### src/rtl/core/hrlc_pkg.sv
// ----------------------------------------------------------------------------
// hrlc_pkg
// Shared types, character codes and version matcher for the request line
// checker.
// ----------------------------------------------------------------------------
`timescale 1ns / 1ps
`default_nettype none

package hrlc_pkg;

    localparam int PATH_COUNT_BITS_DEF = 16;
    localparam int LEN_W               = 16;

    localparam logic [7:0] CH_NUL   = 8'h00;
    localparam logic [7:0] CH_SP    = 8'h20;
    localparam logic [7:0] CH_CR    = 8'h0D;
    localparam logic [7:0] CH_LF    = 8'h0A;
    localparam logic [7:0] CH_DOT   = 8'h2E;
    localparam logic [7:0] CH_ZERO  = 8'h30;
    localparam logic [7:0] CH_NINE  = 8'h39;
    localparam logic [7:0] CH_G     = 8'h47;
    localparam logic [7:0] CH_E     = 8'h45;
    localparam logic [7:0] CH_T     = 8'h54;
    localparam logic [7:0] CH_H     = 8'h48;
    localparam logic [7:0] CH_P     = 8'h50;
    localparam logic [7:0] CH_SLASH = 8'h2F;

    localparam logic [1:0] METHOD_LEN = 2'd3;

    localparam logic [3:0] VP_PREFIX_0  = 4'd0;
    localparam logic [3:0] VP_PREFIX_1  = 4'd1;
    localparam logic [3:0] VP_PREFIX_2  = 4'd2;
    localparam logic [3:0] VP_PREFIX_3  = 4'd3;
    localparam logic [3:0] VP_PREFIX_4  = 4'd4;
    localparam logic [3:0] VP_MAJOR_1ST = 4'd5;
    localparam logic [3:0] VP_MAJOR     = 4'd6;
    localparam logic [3:0] VP_MINOR_1ST = 4'd7;
    localparam logic [3:0] VP_MINOR     = 4'd8;
    localparam logic [3:0] VP_BAD       = 4'd9;

    typedef enum logic [2:0] {
        VERDICT_OK          = 3'd0,
        VERDICT_BAD_METHOD  = 3'd1,
        VERDICT_EMPTY_PATH  = 3'd2,
        VERDICT_NO_CRLF     = 3'd3,
        VERDICT_BAD_VERSION = 3'd4
    } verdict_t;

    typedef struct packed {
        logic                   request_ok;
        verdict_t               verdict;
        logic [LEN_W-1:0]       path_length;
    } result_t;

    function automatic logic is_digit(input logic [7:0] b);
        return (b >= CH_ZERO) && (b <= CH_NINE);
    endfunction

    function automatic logic [7:0] method_char(input logic [1:0] idx);
        logic [7:0] c;
        case (idx)
            2'd0:    c = CH_G;
            2'd1:    c = CH_E;
            2'd2:    c = CH_T;
            default: c = CH_NUL;
        endcase
        return c;
    endfunction

    function automatic logic [3:0] version_take(input logic [3:0] p, input logic [7:0] b);
        logic [3:0] n;
        case (p)
            VP_PREFIX_0:  n = (b == CH_H)     ? VP_PREFIX_1  : VP_BAD;
            VP_PREFIX_1:  n = (b == CH_T)     ? VP_PREFIX_2  : VP_BAD;
            VP_PREFIX_2:  n = (b == CH_T)     ? VP_PREFIX_3  : VP_BAD;
            VP_PREFIX_3:  n = (b == CH_P)     ? VP_PREFIX_4  : VP_BAD;
            VP_PREFIX_4:  n = (b == CH_SLASH) ? VP_MAJOR_1ST : VP_BAD;
            VP_MAJOR_1ST: n = is_digit(b)     ? VP_MAJOR     : VP_BAD;
            VP_MAJOR:     n = is_digit(b) ? VP_MAJOR : ((b == CH_DOT) ? VP_MINOR_1ST : VP_BAD);
            VP_MINOR_1ST: n = is_digit(b)     ? VP_MINOR     : VP_BAD;
            VP_MINOR:     n = is_digit(b)     ? VP_MINOR     : VP_BAD;
            default:      n = VP_BAD;
        endcase
        return n;
    endfunction

endpackage

`default_nettype wire

### src/rtl/core/hrlc_parse.sv
// ----------------------------------------------------------------------------
// hrlc_parse
// Parse state and per-byte update; forms the result on the last byte of a
// message and returns to the start state.
// ----------------------------------------------------------------------------
`timescale 1ns / 1ps
`default_nettype none

module hrlc_parse #(
    parameter int PATH_COUNT_BITS = hrlc_pkg::PATH_COUNT_BITS_DEF
) (
    input  wire logic             clk,
    input  wire logic             rst_n,
    input  wire logic             step_valid,
    input  wire logic [7:0]       step_byte,
    input  wire logic             step_last,
    output logic                  res_valid,
    output hrlc_pkg::result_t     res
);

    localparam int CNT_EXT_W = (PATH_COUNT_BITS > hrlc_pkg::LEN_W) ?
                               PATH_COUNT_BITS : hrlc_pkg::LEN_W;

    typedef enum logic [1:0] {
        PH_METHOD  = 2'd0,
        PH_PATH    = 2'd1,
        PH_VERSION = 2'd2
    } phase_t;

    phase_t                     phase_reg, phase_next;
    logic [1:0]                 prog_reg, prog_next;
    logic                       mismatch_reg, mismatch_next;
    logic [PATH_COUNT_BITS-1:0] count_reg, count_next;
    logic [3:0]                 vphase_reg, vphase_next;
    logic                       cr_reg, cr_next;
    logic                       decided_reg, decided_next;
    hrlc_pkg::verdict_t         dverdict_reg, dverdict_next;
    logic                       ended_reg, ended_next;
    logic [3:0]                 vp;
    hrlc_pkg::verdict_t         verdict;
    logic [CNT_EXT_W-1:0]       count_ext;

    always_comb
    begin
        phase_next    = phase_reg;
        prog_next     = prog_reg;
        mismatch_next = mismatch_reg;
        count_next    = count_reg;
        vphase_next   = vphase_reg;
        cr_next       = cr_reg;
        decided_next  = decided_reg;
        dverdict_next = dverdict_reg;
        ended_next    = ended_reg;
        vp            = vphase_reg;

        if (step_valid && !ended_reg && !decided_reg)
        begin
            if (step_byte == hrlc_pkg::CH_NUL)
            begin
                ended_next = 1'b1;
            end
            else
            begin
                case (phase_reg)
                    PH_METHOD:
                    begin
                        if (step_byte == hrlc_pkg::CH_SP)
                        begin
                            if (mismatch_reg || (prog_reg != hrlc_pkg::METHOD_LEN))
                            begin
                                decided_next  = 1'b1;
                                dverdict_next = hrlc_pkg::VERDICT_BAD_METHOD;
                            end
                            else
                            begin
                                phase_next = PH_PATH;
                            end
                        end
                        else
                        begin
                            if ((prog_reg == hrlc_pkg::METHOD_LEN) ||
                                (step_byte != hrlc_pkg::method_char(prog_reg)))
                            begin
                                mismatch_next = 1'b1;
                            end
                            if (prog_reg != hrlc_pkg::METHOD_LEN)
                            begin
                                prog_next = prog_reg + 2'd1;
                            end
                        end
                    end
                    PH_PATH:
                    begin
                        if (step_byte == hrlc_pkg::CH_SP)
                        begin
                            if (count_reg == '0)
                            begin
                                decided_next  = 1'b1;
                                dverdict_next = hrlc_pkg::VERDICT_EMPTY_PATH;
                            end
                            else
                            begin
                                phase_next = PH_VERSION;
                            end
                        end
                        else if (count_reg != {PATH_COUNT_BITS{1'b1}})
                        begin
                            count_next = count_reg + PATH_COUNT_BITS'(1);
                        end
                    end
                    PH_VERSION:
                    begin
                        if (cr_reg && (step_byte == hrlc_pkg::CH_LF))
                        begin
                            cr_next       = 1'b0;
                            decided_next  = 1'b1;
                            if (vphase_reg == hrlc_pkg::VP_MINOR)
                            begin
                                dverdict_next = hrlc_pkg::VERDICT_OK;
                            end
                            else
                            begin
                                dverdict_next = hrlc_pkg::VERDICT_BAD_VERSION;
                            end
                        end
                        else
                        begin
                            // lone CR joins the version and can never match it
                            if (cr_reg)
                            begin
                                vp = hrlc_pkg::VP_BAD;
                            end
                            if (step_byte == hrlc_pkg::CH_CR)
                            begin
                                cr_next = 1'b1;
                            end
                            else
                            begin
                                cr_next = 1'b0;
                                vp      = hrlc_pkg::version_take(vp, step_byte);
                            end
                            vphase_next = vp;
                        end
                    end
                    default:
                    begin
                        phase_next = phase_reg;
                    end
                endcase
            end
        end

        if (decided_next)
        begin
            verdict = dverdict_next;
        end
        else if (phase_next == PH_METHOD)
        begin
            verdict = hrlc_pkg::VERDICT_EMPTY_PATH;
        end
        else if ((phase_next == PH_PATH) && (count_next == '0))
        begin
            verdict = hrlc_pkg::VERDICT_EMPTY_PATH;
        end
        else
        begin
            verdict = hrlc_pkg::VERDICT_NO_CRLF;
        end
    end

    assign count_ext = CNT_EXT_W'(count_next);

    always_comb
    begin
        res_valid       = step_valid && step_last;
        res.request_ok  = (verdict == hrlc_pkg::VERDICT_OK);
        res.verdict     = verdict;
        res.path_length = (count_ext > CNT_EXT_W'({hrlc_pkg::LEN_W{1'b1}})) ?
                          {hrlc_pkg::LEN_W{1'b1}} : count_ext[hrlc_pkg::LEN_W-1:0];
    end

    always_ff @(posedge clk or negedge rst_n)
    begin
        if (!rst_n)
        begin
            phase_reg    <= PH_METHOD;
            prog_reg     <= 2'd0;
            mismatch_reg <= 1'b0;
            count_reg    <= '0;
            vphase_reg   <= hrlc_pkg::VP_PREFIX_0;
            cr_reg       <= 1'b0;
            decided_reg  <= 1'b0;
            dverdict_reg <= hrlc_pkg::VERDICT_OK;
            ended_reg    <= 1'b0;
        end
        else if (step_valid && step_last)
        begin
            phase_reg    <= PH_METHOD;
            prog_reg     <= 2'd0;
            mismatch_reg <= 1'b0;
            count_reg    <= '0;
            vphase_reg   <= hrlc_pkg::VP_PREFIX_0;
            cr_reg       <= 1'b0;
            decided_reg  <= 1'b0;
            dverdict_reg <= hrlc_pkg::VERDICT_OK;
            ended_reg    <= 1'b0;
        end
        else
        begin
            phase_reg    <= phase_next;
            prog_reg     <= prog_next;
            mismatch_reg <= mismatch_next;
            count_reg    <= count_next;
            vphase_reg   <= vphase_next;
            cr_reg       <= cr_next;
            decided_reg  <= decided_next;
            dverdict_reg <= dverdict_next;
            ended_reg    <= ended_next;
        end
    end

endmodule

`default_nettype wire

### config.mk
export PLATFORM = sky130hd
export DESIGN_NAME = hrlc_parse
export DESIGN_NICKNAME = d
export VERILOG_FILES = /design/src/rtl/core/hrlc_pkg.sv /design/src/rtl/core/hrlc_parse.sv
export SDC_FILE = /design/constraint.sdc
export NUM_CORES = 1
export LEC_CHECK = 0
export ABC_AREA = 1
export BUFFER_PORTS_ARGS = -buffer_cell sky130_fd_sc_hd__buf_4
export CORE_AREA = 2 2 86 88
export CTS_BUF_LIST = sky130_fd_sc_hd__clkbuf_4 sky130_fd_sc_hd__clkbuf_8
export CTS_CLUSTER_SIZE = 16
export DETAILED_ROUTE_END_ITERATION = 8
export DIE_AREA = 0 0 88 90
export PLACE_DENSITY_LB_ADDON = 0.12
export SLEW_MARGIN = 25
export SYNTH_ARGS = -nofsm -noshare
export SYNTH_HDL_FRONTEND = slang
export SYNTH_SLANG_ARGS = --single-unit
### constraint.sdc
create_clock -name clk -period 4.4 [get_ports clk]
set_clock_uncertainty 0.1 [all_clocks]
set_input_delay 0.44 -clock clk [delete_from_list [all_inputs] [get_ports clk]]
set_output_delay 0.44 -clock clk [all_outputs]
set_load 0.02 [all_outputs]
==> flow_summary.ini <==
[synthesis]
ys_seq_area_share_pct = 28.56
yosys.area_share.simple_pct = 45.05
synth_edf_count = 0
ys_warn_count = 0
synthTopCellsByArea = dfrtp_1 (29%), nand2_1 (14%), inv_1 (10%)
async_reset_ff_share_pct = 100.0
synth_fa_ha_area_share_pct = 3.224
syn_area_sq_um = 2716
synth_fp_nets = 449
synthCells = 430
synth-seq-cells = 31
muxShareOfSynthArea_pct = 0
synth_top_family_by_area = simple AND/OR/NAND/NOR gates
synth_top_cell_by_area = dfrtp_1
ys_types = 36
syn_area_per_cell_sq_um = 6.317
synth_xor_area_share_pct = 0.3224
synth-main-ff-cell = dfrtp_1
synth.top_cell.area_share_pct = 28.56
synth-compound-area-share_pct = 10.46

[final_layout]
fillers = 745
antenna_cells = 0
fin_util_pct = 45.27
nets = 485
drive_above_1_share_pct = 16.49
syn2layout_area_growth_pct = 17.00
largest_register_ff_count = 16

[timing]
fin_crit_ns = 3.117
post-route-period-util_pct = 70.83
relSlewSlack_pct = 64.57
setup_slack_ns = 1.283
final_hold_viol_count = 0
worst_pin_slew_ns = 0.5306
rsz0062_at_grt = no
final_max_slew_viol_count = 0
finalSetupViolCount = 0
fin_worst_hold_slack_ns = 0.3968
fin_tns_setup_ns = 0
max_freq_ghz = 0.3209

[setup_path]
reg2reg_depth = 12
rr_startpoint = decided_reg
worstPathArrival_ns = 2.58
crit_chain = ha_1, inv_1, nor2_1, nand3_2, nor2_4, nor2_4, nand2_1, nand2_1, nand2_1, nor2_1, nand2_1, nor2_1, nand3_1, nand3_1, nand2_1, buf_4
slowest_delay_ns = 0.42
cp-start-kind = flop
crit_slowest_cell = dfrtp_1
crit_cells = 16
cp.buffers_inverters = 2
cp-startpoint = count_reg[0]
cp_max_fo = 18
cp.required_ns = 3.86
end_kind = output port
worst_path_dominant_cell_family = simple AND/OR/NAND/NOR gates
path_common_cell = nand2_1
critPathKind = flop to output port

[cts]
postCtsSetupBuffers = 0
path_clk_slew_ns = 0.08
clock_sinks = 31
clock_path_buffers = 2
cts_resized = 0
cts_tree = yes
cts_max_level = 2
clk_latency_ns = 0.29
cts-buffers-inserted = 5
cts_root_buf = clkbuf_8

[floorplan]
chipWidth_um = 88
io_pins = 33
die_area_sq_um = 7920
rows = 31
start_util_pct = 38.69
die_y_um = 90
core-area_sq_um = 7020

[placement]
dp_slack_ns = 1.487
place_hpwl_um = 5398
port_buffers = 32
place.gp.congestion = 0.9028

[pwr]
p_per_area_nw_per_um2 = 256.9
leakage_uw = 0.001654
worst_ir_drop_vdd_mv = 0.1725

[grt]
grt_pass1_wl_um = 11600
antenna_found_initial = 0
grt_max_degree = 32
grt_pass1_vias = 2599
gr-total-overflow = 0
track_usage_pct = 18.20

[routing]
wirelength_um = 6718
ant_nets = 0
route.vias.total = 2712
via_per_inst = 4.792
drt_iter0_markers = 183
dr.pass1.iters = 5
wl_per_cell_um = 11.87
route.detailed.drc = 0

[min_path]
whs_path_depth = 2
hp-class = flop to flop
min_from = mismatch_reg

[job]
maxCapViolations = 0

[run_status]
status = finished, final reports clean
## metrics by stage
| step | cell area, sq um | total power (uW) | instances |
|---|---|---|---|
| after floorplan | 2716 | 458.8 | 430 |
| after CTS | 3178 | 829.2 | 566 |
| after global routing | 3178 | 872.6 | 566 |
| final | 3178 | 816.5 | 566 |
| after global placement | 3050 | 524.5 | 557 |
| after detailed placement | 3050 | 526.8 | 557 |
## placed cells by master (no fill, tap or decap), types with 3 or more instances in the layout
master and count:
nor2_1 73, inv_2 5, nor2_4 3, ha_1 7
nor2_2 4, dfrtp_1 31, clkbuf_8 6, inv_1 75
nand3_1 24, o21ai_1 5, nor3_1 12, buf_4 32
nor4_1 3, nand3_2 10, nand2_2 4, a21oi_1 24
o21ai_0 11, nand2_4 3, nand4_1 13, nand2_1 98
## timing repair
action | CTS | global route
hold endpoints to repair | 2 | 0
hold buffers | 1 | 0
setup endpoints to repair | 0 | 0
## synthesized netlist by cell type (3+ instances only)
cell	instances
nand3_2	10
nand2_2	4
nor3_1	12
inv_2	5
nand2_1	98
dfrtp_1	31
nand3_1	24
ha_1	7
nand4_1	13
nor2_2	4
nand2_4	3
nor2_4	3
o21ai_0	11
nor2_1	73
a21oi_1	24
nor4_1	3
inv_1	75
o21ai_1	5
## layout make-up
class / count / area (sq um) / area share [%]
clock buffers: 6 / 82.58 / 2.598
clock inverters: 2 / 35.03 / 1.102
inverters: 81 / 306.5 / 9.646
multi-input cells: 314 / 1604 / 50.47
flip-flops and latches: 31 / 775.7 / 24.41
well taps: 99 / 123.9 / 3.898
repair buffers: 33 / 250.2 / 7.874
## logic make-up (layout without fill, tap and decap cells)
kind of cell / after synthesis / after routing
simple gates: 255 / 255
buf+inv: 85 / 122
compound gates: 51 / 51
flops: 31 / 31
fa+ha+maj: 7 / 7
xor+xnor: 1 / 1
## final timing paths
path	slack, ns	end
setup / recovery	1.28	res[16]
hold / removal	0.40	mismatch_reg
setup reg to reg	2.32	vphase_reg[2]
hold reg to reg	0.40	mismatch_reg
max in group asynchronous	3.38	count_reg[0]
min in group asynchronous	0.52	count_reg[3]
## worst register-to-register path, cell delays in order (launching register included)
cell       delay (ns)
dfrtp_1          0.37
inv_1            0.08
nand3_1          0.13
inv_1            0.19
nand2_2          0.13
nor2_1           0.20
inv_1            0.06
nor2_1           0.15
inv_1            0.05
nor2_1           0.16
nand2_1          0.12
o21ai_1          0.13
o2bb2ai_1        0.12
## power by group
| group | leakage [uW] | switching [uW] | total, uW | internal [uW] |
|---|---|---|---|---|
| Combinational | 0.00117 | 129 | 203 | 73.8 |
| Clock | 0.0000612 | 113 | 296 | 183 |
| Sequential | 0.000425 | 18.1 | 318 | 300 |
## per-layer routing
metal,share of wire [%],vias to the layer above,wire length [um],track usage (%)
li1,-,1437,-,-
met1,52,1210,3480,26.63
met2,43,56,2889,27.40
met3,3.8,9,256,3.122
met4,1.4,0,91,5.000
met5,0,-,0,0
No activity file was read; power rests on OpenSTA's default activity.
